===== config.mk =====
export PLATFORM = sky130hd
export DESIGN_NAME = palette_fade_engine_unit
export DESIGN_NICKNAME = d
export VERILOG_FILES = /design/src/hdl/pfe_pkg.sv /design/src/hdl/pfe_pal_ram.sv /design/src/hdl/pfe_step.sv /design/src/hdl/palette_fade_engine_unit.sv
export VERILOG_INCLUDE_DIRS = /design/src /design/src/hdl
export SDC_FILE = /design/constraint.sdc
export NUM_CORES = 2
export LEC_CHECK = 0
export ABC_AREA = 0
export BUFFER_PORTS_ARGS = -buffer_cell sky130_fd_sc_hd__buf_4
export CAP_MARGIN = 30
export CORE_MARGIN = 5
export CORE_UTILIZATION = 57
export DETAILED_ROUTE_END_ITERATION = 12
export PLACE_DENSITY = 0.82
export SLEW_MARGIN = 0
export SYNTH_ARGS = -nofsm -noshare
export SYNTH_HDL_FRONTEND = slang
export SYNTH_SLANG_ARGS = --single-unit

===== constraint.sdc =====
create_clock -name clk -period 6.9 [get_ports clk]
set_input_delay 1.38 -clock clk [delete_from_list [all_inputs] [get_ports clk]]
set_output_delay 1.38 -clock clk [all_outputs]
set_load 0.01 [all_outputs]

===== src/hdl/assert_macros.svh =====
// ----------------------------------------------------------------------------
// Assertion macros
// Concurrent assertion wrappers shared by the RTL files. Defining
// NO_ASSERTIONS removes every check.
// ----------------------------------------------------------------------------
`ifndef ASSERT_MACROS_SVH
`define ASSERT_MACROS_SVH

`ifndef NO_ASSERTIONS

// A property that must hold at every clock edge outside reset.
`define PFE_ASSERT(lbl, clk, rst, prop) \
  lbl: assert property (@(posedge clk) disable iff (rst) (prop)) \
    else $error("assertion failed");

// An antecedent that must be met by a consequent in the same cycle.
`define PFE_ASSERT_IMPL(lbl, clk, rst, ante, cons) \
  lbl: assert property (@(posedge clk) disable iff (rst) (ante) |-> (cons)) \
    else $error("assertion failed");

`else

`define PFE_ASSERT(lbl, clk, rst, prop)
`define PFE_ASSERT_IMPL(lbl, clk, rst, ante, cons)

`endif

`endif


===== src/hdl/pfe_pkg.sv =====
// ----------------------------------------------------------------------------
// Palette fade engine package
// Sizes, colour constants, codes and word types shared by the engine files.
// ----------------------------------------------------------------------------
package pfe_pkg;

  // Palette size and the widths that follow from it.
  localparam int ENTRIES = 64;
  localparam int IDX_W   = 6;
  localparam int ADDR_W  = $clog2(ENTRIES);
  localparam int MAX_W   = (ADDR_W > IDX_W) ? ADDR_W : IDX_W;
  localparam int CMP_W   = MAX_W + 1;
  // Highest entry a fade step may touch: the palette end or the index range.
  localparam int FADE_LIMIT = (ENTRIES < (1 << IDX_W)) ? ENTRIES - 1 : (1 << IDX_W) - 1;

  localparam int COLOR_W = 16;
  localparam int CFG_W   = 6;

  typedef logic [IDX_W-1:0]   idx_t;
  typedef logic [ADDR_W-1:0]  addr_t;
  typedef logic [COLOR_W-1:0] color_t;

  // Channel masks and single steps of a 0BGR colour word.
  localparam color_t CH_R       = 16'h000E;
  localparam color_t CH_G       = 16'h00E0;
  localparam color_t CH_B       = 16'h0E00;
  localparam color_t ST_R       = 16'h0002;
  localparam color_t ST_G       = 16'h0020;
  localparam color_t ST_B       = 16'h0200;
  localparam color_t WHITE_WORD = 16'h0EEE;

  typedef enum logic [1:0] {
    FN_WR_ACT = 2'd0,
    FN_WR_TGT = 2'd1,
    FN_FADE   = 2'd2,
    FN_RD_ACT = 2'd3
  } func_e;

  typedef enum logic [1:0] {
    FM_BLACK      = 2'd0,
    FM_TARGET     = 2'd1,
    FM_FROM_WHITE = 2'd2,
    FM_WHITE      = 2'd3
  } fade_mode_e;

  typedef enum logic [1:0] {
    CFG_MODE  = 2'd0,
    CFG_FIRST = 2'd1,
    CFG_SPAN  = 2'd2
  } cfg_reg_e;

  // Request and response words.
  typedef struct packed {
    func_e  func;
    idx_t   entry_index;
    color_t color_word;
  } req_t;

  typedef struct packed {
    idx_t   out_index;
    color_t out_color;
    logic   last;
  } rsp_t;

  // One cycle's access to a palette memory.
  typedef struct packed {
    logic   wr_en;
    addr_t  wr_addr;
    color_t wr_data;
    logic   rd_en;
    addr_t  rd_addr;
  } ram_cmd_t;

  // Memory address of a palette index.
  function automatic addr_t to_addr(idx_t i);
    logic [MAX_W-1:0] w;
    w = MAX_W'(i);
    return w[ADDR_W-1:0];
  endfunction

  // True when the index names an entry that exists.
  function automatic logic idx_ok(idx_t i);
    return CMP_W'(i) < CMP_W'(ENTRIES);
  endfunction

endpackage


===== src/hdl/pfe_pal_ram.sv =====
// ----------------------------------------------------------------------------
// Palette memory
// One palette of colour words with a registered read port and a write port.
// Entries never written since reset read as zero.
// ----------------------------------------------------------------------------
module pfe_pal_ram (
  input  logic             clk,
  input  logic             rst,
  input  pfe_pkg::ram_cmd_t cmd,
  output pfe_pkg::color_t  rd_data
);

  pfe_pkg::color_t             mem [pfe_pkg::ENTRIES];
  logic [pfe_pkg::ENTRIES-1:0] filled;
  pfe_pkg::color_t             rd_q;
  logic                        rd_filled;

  // Storage array: write and registered read.
  always_ff @(posedge clk) begin
    if (cmd.wr_en) begin
      mem[cmd.wr_addr] <= cmd.wr_data;
    end
    if (cmd.rd_en) begin
      rd_q <= mem[cmd.rd_addr];
    end
  end

  // Written flags stand in for clearing the array at reset.
  always_ff @(posedge clk) begin
    if (rst) begin
      filled    <= '0;
      rd_filled <= 1'b0;
    end else begin
      if (cmd.wr_en) begin
        filled[cmd.wr_addr] <= 1'b1;
      end
      if (cmd.rd_en) begin
        rd_filled <= filled[cmd.rd_addr];
      end
    end
  end

  assign rd_data = rd_filled ? rd_q : '0;

endmodule


===== src/hdl/pfe_step.sv =====
// ----------------------------------------------------------------------------
// Fade step
// Moves one colour word by a single channel step according to the fade mode.
// ----------------------------------------------------------------------------
module pfe_step (
  input  pfe_pkg::fade_mode_e mode,
  input  pfe_pkg::color_t     cur,
  input  pfe_pkg::color_t     tgt,
  output pfe_pkg::color_t     nxt
);

  pfe_pkg::color_t dec_b;
  pfe_pkg::color_t dec_g;

  assign dec_b = cur - pfe_pkg::ST_B;
  assign dec_g = cur - pfe_pkg::ST_G;

  // Channel priority and direction per mode.
  always_comb begin
    nxt = cur;
    case (mode)
      pfe_pkg::FM_BLACK: begin
        if ((cur & pfe_pkg::CH_R) != '0) nxt = cur - pfe_pkg::ST_R;
        else if ((cur & pfe_pkg::CH_G) != '0) nxt = cur - pfe_pkg::ST_G;
        else if ((cur & pfe_pkg::CH_B) != '0) nxt = cur - pfe_pkg::ST_B;
      end
      pfe_pkg::FM_TARGET: begin
        if (cur != tgt) begin
          if ((cur & pfe_pkg::CH_R) != (tgt & pfe_pkg::CH_R)) begin
            nxt = ((cur & pfe_pkg::CH_R) < (tgt & pfe_pkg::CH_R)) ?
                  cur + pfe_pkg::ST_R : cur - pfe_pkg::ST_R;
          end else if ((cur & pfe_pkg::CH_G) != (tgt & pfe_pkg::CH_G)) begin
            nxt = ((cur & pfe_pkg::CH_G) < (tgt & pfe_pkg::CH_G)) ?
                  cur + pfe_pkg::ST_G : cur - pfe_pkg::ST_G;
          end else if ((cur & pfe_pkg::CH_B) != (tgt & pfe_pkg::CH_B)) begin
            nxt = ((cur & pfe_pkg::CH_B) < (tgt & pfe_pkg::CH_B)) ?
                  cur + pfe_pkg::ST_B : cur - pfe_pkg::ST_B;
          end
        end
      end
      pfe_pkg::FM_FROM_WHITE: begin
        // Blue, then green, as long as the word stays at or above the
        // target; otherwise red drops with wrap-around.
        if (cur != tgt) begin
          if (cur >= pfe_pkg::ST_B && dec_b >= tgt) nxt = dec_b;
          else if (cur >= pfe_pkg::ST_G && dec_g >= tgt) nxt = dec_g;
          else nxt = cur - pfe_pkg::ST_R;
        end
      end
      pfe_pkg::FM_WHITE: begin
        if (cur != pfe_pkg::WHITE_WORD) begin
          if ((cur & pfe_pkg::CH_R) != pfe_pkg::CH_R) nxt = cur + pfe_pkg::ST_R;
          else if ((cur & pfe_pkg::CH_G) != pfe_pkg::CH_G) nxt = cur + pfe_pkg::ST_G;
          else if ((cur & pfe_pkg::CH_B) != pfe_pkg::CH_B) nxt = cur + pfe_pkg::ST_B;
        end
      end
      default: nxt = cur;
    endcase
  end

endmodule


===== src/hdl/palette_fade_engine_unit.sv =====
// ----------------------------------------------------------------------------
// Palette fade engine
// Active and target palettes with entry access and stepwise colour fading.
// ----------------------------------------------------------------------------
// A write, target write or read passes from idle to a response state that
// loads its response word once the output register is free, and the next
// request is taken after the engine has returned to idle.
// A fade step reads the first entry of both palettes on acceptance and then
// handles each entry of the span, up to 64 entries, using the one read port of
// each palette, which reads the next entry while the current one is written
// back. Stalls on the response side hold the fade at the current entry.
// Both palettes read as zero after reset with no clearing pass.
// Configuration writes are always taken.
`include "assert_macros.svh"

module palette_fade_engine_unit (
  input  logic                            clk,
  input  logic                            rst,
  input  logic                            req_valid,
  output logic                            req_ready,
  input  pfe_pkg::req_t                   req,
  output logic                            rsp_valid,
  input  logic                            rsp_ready,
  output pfe_pkg::rsp_t                   rsp,
  input  logic                            cfg_valid,
  output logic                            cfg_ready,
  input  logic [1:0]                      cfg_index,
  input  logic [pfe_pkg::CFG_W-1:0]       cfg_data
);

  typedef enum logic [1:0] {
    ST_IDLE,
    ST_ONE,
    ST_FADE
  } state_t;

  state_t              state;
  pfe_pkg::fade_mode_e fade_mode;
  pfe_pkg::idx_t       fade_first;
  pfe_pkg::idx_t       fade_span;

  pfe_pkg::idx_t       cur_idx;
  pfe_pkg::idx_t       last_idx;
  pfe_pkg::color_t     hold_word;
  logic                use_hold;
  logic                in_rng;

  pfe_pkg::ram_cmd_t   act_cmd;
  pfe_pkg::ram_cmd_t   tgt_cmd;
  pfe_pkg::color_t     act_rd;
  pfe_pkg::color_t     tgt_rd;
  pfe_pkg::color_t     step_nxt;

  logic                out_free;
  logic                rsp_load;
  logic                first_ok;
  logic [pfe_pkg::IDX_W:0] span_end;
  pfe_pkg::idx_t       fade_end;
  pfe_pkg::idx_t       nxt_idx;

  assign req_ready = (state == ST_IDLE);
  assign cfg_ready = 1'b1;
  assign out_free  = !rsp_valid || rsp_ready;
  assign rsp_load  = ((state == ST_ONE) || (state == ST_FADE)) && out_free;
  assign first_ok  = pfe_pkg::idx_ok(fade_first);
  assign nxt_idx   = cur_idx + pfe_pkg::IDX_W'(1);

  // Last entry of a fade: the end of the span, clipped to the palette.
  assign span_end = {1'b0, fade_first} + {1'b0, fade_span};
  assign fade_end = (span_end > (pfe_pkg::IDX_W+1)'(pfe_pkg::FADE_LIMIT)) ?
                    pfe_pkg::IDX_W'(pfe_pkg::FADE_LIMIT) : span_end[pfe_pkg::IDX_W-1:0];

  // Configuration registers.
  always_ff @(posedge clk) begin
    if (rst) begin
      fade_mode  <= pfe_pkg::FM_BLACK;
      fade_first <= '0;
      fade_span  <= pfe_pkg::IDX_W'(63);
    end else if (cfg_valid && cfg_ready) begin
      case (cfg_index)
        pfe_pkg::CFG_MODE:  fade_mode  <= pfe_pkg::fade_mode_e'(cfg_data[1:0]);
        pfe_pkg::CFG_FIRST: fade_first <= cfg_data[pfe_pkg::IDX_W-1:0];
        pfe_pkg::CFG_SPAN:  fade_span  <= cfg_data[pfe_pkg::IDX_W-1:0];
        default: ;
      endcase
    end
  end

  pfe_pal_ram u_act_ram (
    .clk     (clk),
    .rst     (rst),
    .cmd     (act_cmd),
    .rd_data (act_rd)
  );

  pfe_pal_ram u_tgt_ram (
    .clk     (clk),
    .rst     (rst),
    .cmd     (tgt_cmd),
    .rd_data (tgt_rd)
  );

  pfe_step u_step (
    .mode (fade_mode),
    .cur  (act_rd),
    .tgt  (tgt_rd),
    .nxt  (step_nxt)
  );

  // Memory accesses. A fade writes back the current entry while it reads
  // the next, so the two never touch the same entry in one cycle.
  always_comb begin
    act_cmd = '0;
    tgt_cmd = '0;
    case (state)
      ST_IDLE: begin
        if (req_valid) begin
          case (req.func)
            pfe_pkg::FN_WR_ACT: begin
              act_cmd.wr_en   = pfe_pkg::idx_ok(req.entry_index);
              act_cmd.wr_addr = pfe_pkg::to_addr(req.entry_index);
              act_cmd.wr_data = req.color_word;
            end
            pfe_pkg::FN_WR_TGT: begin
              tgt_cmd.wr_en   = pfe_pkg::idx_ok(req.entry_index);
              tgt_cmd.wr_addr = pfe_pkg::to_addr(req.entry_index);
              tgt_cmd.wr_data = req.color_word;
              act_cmd.rd_en   = 1'b1;
              act_cmd.rd_addr = pfe_pkg::to_addr(req.entry_index);
            end
            pfe_pkg::FN_RD_ACT: begin
              act_cmd.rd_en   = 1'b1;
              act_cmd.rd_addr = pfe_pkg::to_addr(req.entry_index);
            end
            pfe_pkg::FN_FADE: begin
              act_cmd.rd_en   = first_ok;
              act_cmd.rd_addr = pfe_pkg::to_addr(fade_first);
              tgt_cmd.rd_en   = first_ok;
              tgt_cmd.rd_addr = pfe_pkg::to_addr(fade_first);
            end
            default: ;
          endcase
        end
      end
      ST_FADE: begin
        if (out_free) begin
          act_cmd.wr_en   = 1'b1;
          act_cmd.wr_addr = pfe_pkg::to_addr(cur_idx);
          act_cmd.wr_data = step_nxt;
          if (cur_idx != last_idx) begin
            act_cmd.rd_en   = 1'b1;
            act_cmd.rd_addr = pfe_pkg::to_addr(nxt_idx);
            tgt_cmd.rd_en   = 1'b1;
            tgt_cmd.rd_addr = pfe_pkg::to_addr(nxt_idx);
          end
        end
      end
      default: ;
    endcase
  end

  // Sequencer and response register.
  always_ff @(posedge clk) begin
    if (rst) begin
      state     <= ST_IDLE;
      rsp_valid <= 1'b0;
    end else begin
      if (rsp_load) begin
        rsp_valid <= 1'b1;
      end else if (rsp_ready) begin
        rsp_valid <= 1'b0;
      end
      case (state)
        ST_IDLE: begin
          if (req_valid) begin
            cur_idx   <= (req.func == pfe_pkg::FN_FADE) ? fade_first : req.entry_index;
            hold_word <= req.color_word;
            use_hold  <= (req.func == pfe_pkg::FN_WR_ACT);
            in_rng    <= pfe_pkg::idx_ok(req.entry_index);
            case (req.func)
              pfe_pkg::FN_FADE: begin
                if (first_ok) begin
                  last_idx <= fade_end;
                  state    <= ST_FADE;
                end
              end
              default: state <= ST_ONE;
            endcase
          end
        end
        ST_ONE: begin
          if (out_free) begin
            rsp.out_index <= cur_idx;
            rsp.out_color <= !in_rng ? '0 : (use_hold ? hold_word : act_rd);
            rsp.last      <= 1'b1;
            state         <= ST_IDLE;
          end
        end
        ST_FADE: begin
          if (out_free) begin
            rsp.out_index <= cur_idx;
            rsp.out_color <= step_nxt;
            rsp.last      <= (cur_idx == last_idx);
            if (cur_idx == last_idx) begin
              state <= ST_IDLE;
            end else begin
              cur_idx <= nxt_idx;
            end
          end
        end
        default: state <= ST_IDLE;
      endcase
    end
  end

  // A word of a fade that is not the last means the fade is still running.
  `PFE_ASSERT_IMPL(a_fade_open, clk, rst, rsp_valid && !rsp.last, state == ST_FADE)
  // A fade write-back only happens when its response word can be loaded.
  `PFE_ASSERT_IMPL(a_wb_room, clk, rst, act_cmd.wr_en && state == ST_FADE, out_free)
  // The fade position never passes the final entry.
  `PFE_ASSERT_IMPL(a_fade_bound, clk, rst, state == ST_FADE, cur_idx <= last_idx)

endmodule


==> flow_metrics.py <==
metrics = {
    "power_and_ir_drop": {
        "p_switching_mw": 8.065,
        "p_sw_frac": 0.2579,
        "combPwrFrac": 0.127,
        "leakage_nw": 36.66,
        "clkPwrFrac": 0.383,
        "max-vdd-ir-drop_v": 0.0002912,
        "share_seq_of_total_power": 0.489,
        "power_density_nw_per_um2": 294.5,
        "internal-power_mw": 23.21,
    },
    "worst_setup_path": {
        "crit_chain": "buf_4 > and2_1 > inv_2 > ha_1 > inv_1 > nor3_1 > o22ai_1 > ha_1 > a21o_1 > a21o_1 > a21oi_1 > a2bb2oi_1 > and2_1 > nand2_1 > or3_1 > a21oi_1 > a221oi_1 > o21ai_4 > buf_4",
        "r2r_end": "u_act_ram.mem[48][8]",
        "r2r-start": "u_act_ram.rd_q[9]",
        "crit_slowest_cell": "and2_1",
        "reg2reg_depth": 19,
        "cp_max_fo": 64,
        "max_stage_delay_ns": 0.66,
        "crit_start": "u_act_ram.rd_q[9]",
        "reg2reg_slack_ns": 0.83,
        "cp-end-kind": "flop",
        "required_ns": 7.46,
        "critPathLaunchType": "flop",
        "cp_data_arrival_time_ns": 6.63,
        "worstSetupPathType": "reg2reg",
        "critPathCapture": "u_act_ram.mem[48][8]",
    },
    "run": {
        "maxCapViolations": 0,
    },
    "layout": {
        "area_delta_synth_final_pct": 11.80,
        "drive_above_1_share": 0.09635,
        "stdcell_count": 10240,
        "multi_input_area_um2": 25930,
        "fin_nets": 7953,
        "nFillCells": 11160,
        "regArea_um2": 66960,
    },
    "logic_synthesis": {
        "yosys.area.top_type": "edfxtp_1",
        "synth.distinct_cells": 96,
        "ys_ff_latch": 2279,
        "synth.cell_area_um2": 94970,
        "yosysMostFrequentCell": "edfxtp_1",
        "yosysWarningCount": 0,
        "seq_area_frac_synth": 0.7051,
        "synthTopCellsByArea": "edfxtp_1, nand2_1, dfxtp_1, nand3_1, nor2_1",
        "synth_top_area_share": 0.6742,
        "synth_cells": 7817,
        "synth_nets": 7909,
        "synth_common_cells": "edfxtp_1, nand2_1, nor2_1",
        "async_flop_share": 0,
        "syn_avg_cell_area_um2": 12.15,
        "synth_edf_count": 2132,
        "ys.flop_type": "edfxtp_1",
    },
    "route": {
        "m1WireLength_um": 97960,
        "dr.pass1.iters": 8,
        "drt_iter0_drc": 12580,
        "postRouteAntennaNets": 0,
        "avgRoutedWirePerCell_um": 28.25,
        "drt-total-wl_um": 289200,
        "via_per_inst": 6.674,
        "drc": 0,
        "via_count": 68310,
        "route.met3.wl_um": 39220,
        "wl_met2_um": 133300,
        "top_layer_used": "met5",
    },
    "floorplan": {
        "die_area_um2": 174900,
        "rows": 149,
        "top_level_ports": 63,
        "core_um2": 165400,
        "die_h_um": 418.2,
        "start_util": 0.5743,
        "fp.dieW_um": 418.2,
    },
    "timing": {
        "fin_tns_setup_ns": 0,
        "worstMarginPinSlew_ns": 1.161,
        "clock_skew_ns": 0.05309,
        "finalCriticalPeriod_ns": 6.071,
        "fin_crit_sh": 0.8799,
        "max_clock_freq_mhz": 164.7,
        "slew_headroom": 0.2058,
        "slew_violations": 0,
        "rsz0062_at_grt": "no",
        "setup_viol": 0,
        "finalHoldViolCount": 0,
    },
    "global_route": {
        "first_global_vias": 65270,
        "antenna_found_initial": 4,
        "grt_max_degree": 151,
        "grt_pass1_wl_um": 419700,
        "gr-usage-all-layers": 0.3216,
        "grt_overflow": 0,
    },
    "cts": {
        "h-tree-depth": 4,
        "clock_sinks": 2279,
        "cts_buffers": 210,
        "hold_buffers": 0,
        "postCtsSetupRepairBufs": 0,
        "clkTransAtPathRegs_ns": 0.06,
        "cts_tree": "built",
        "cts_resized": 0,
        "clock_latency_ns": 0.86,
        "cts_root_buffer": "clkbuf_16",
        "clk_path_buf_depth": 3,
    },
    "status": {
        "status": "finished, final reports clean",
    },
    "hold_path": {
        "worstHoldStart": "fade_span[2]",
        "worstHoldPathType": "reg2reg",
    },
    "placement": {
        "portBuffers": 61,
        "place_hpwl_um": 170400,
        "dp.cells": 9837,
        "place_congestion": 0.9844,
    },
}
[stage by stage]
step                      hold WS, ns  utilization  area [um^2]  power, mW  setup WS, ns
after floorplan                0.4206            -        94970      17.87        0.4950
after global placement         0.4427       0.5978        98850      19.34        0.9046
after detailed placement       0.4555       0.5989        99030      19.39         1.026
after CTS                      0.4697       0.6420       106200      31.13        0.9776
after global routing           0.4927       0.6420       106200      32.05        0.6166
final                          0.4665       0.6420       106200      31.27        0.8288
[cells in the final DEF (no fill, tap or decap), drive strengths merged, types with 27 or more instances in the layout]
master  count
dfxtp     147
a211oi    120
ha         54
xnor2      56
clkbuf    288
a21oi     199
clkinv     68
nor2      517
a32oi      58
nand3     517
o21ai      88
a22oi      70
and2       90
a311oi    140
edfxtp   2132
mux2i      70
buf       354
nand2    2105
o211ai     27
o22ai      61
a31oi     258
inv        61
and3      205
nor3       42
[worst min path at each step]
stage | to | slack [ns] | cells after the start
after floorplan | rsp[19] | 0.42 | 0
after CTS | fade_span[2] | 0.47 | 1
final | fade_span[2] | 0.47 | 1
after global routing | u_act_ram.filled[34] | 0.49 | 2
after detailed placement | fade_span[2] | 0.46 | 1
after global placement | u_act_ram.filled[26] | 0.44 | 2
[layout make-up]
class | instances | share of cell area
Antenna cell | 2 | 0.00004714
Clock buffer | 287 | 0.05442
Clock inverter | 108 | 0.01270
Inverter | 52 | 0.001838
Multi-Input combinational cell | 4960 | 0.2442
Sequential cell | 2279 | 0.6307
Tap cell | 2189 | 0.02580
Timing Repair Buffer | 358 | 0.03024
[sequential cells by signal, summed over array words and instances, names as in the netlist, 6 cells and up]
| name | cells |
|---|---|
| cur_idx | 6 |
| fade_first | 6 |
| fade_span | 6 |
| hold_word | 16 |
| last_idx | 6 |
| rsp | 23 |
| u_act_ram.filled | 64 |
| u_act_ram.mem | 1024 |
| u_act_ram.rd_q | 16 |
| u_tgt_ram.filled | 64 |
| u_tgt_ram.mem | 1024 |
| u_tgt_ram.rd_q | 16 |
[metal layers]
layer,vias to the layer above,global-route usage
met5,-,0
met1,32850,0.4176
li1,28730,-
met3,1044,0.08178
met4,4,0.1724
met2,5681,0.5032
[critical path: cells and delay by family, from the launching register on]
family / cells / cell delay (ns)
AOI/OAI and AO/OA: 8 / 1.67
DFF: 1 / 0.32
and+or+nand+nor: 5 / 2.07
adders and majority gates: 2 / 0.60
buffers and inverters: 4 / 1.08
[power groups by stage]
stage	clock network (mW)	logic [mW]	registers (mW)
4_1_cts	12.0	3.84	15.3
5_1_grt	12.6	4.15	15.3
6_report	12.0	3.98	15.3
3_3_place_gp	0	3.75	15.6
3_5_place_dp	0	3.80	15.6
2_1_floorplan	0	2.33	15.5
[logic make-up after synthesis]
kind of cell             after synthesis  synth area share
flip-flops                          2279            0.7051
multiplexers                          78          0.008682
XOR/XNOR                              67          0.006377
other                                  1        0.00003949
AO/OA/AOI/OAI                       1185           0.08715
buffers and inverters                578           0.02543
AND/OR/NAND/NOR                     3573            0.1597
adder cells (fa/ha/maj)               56          0.007431
Note: power is estimated with default switching activity, not from simulation.
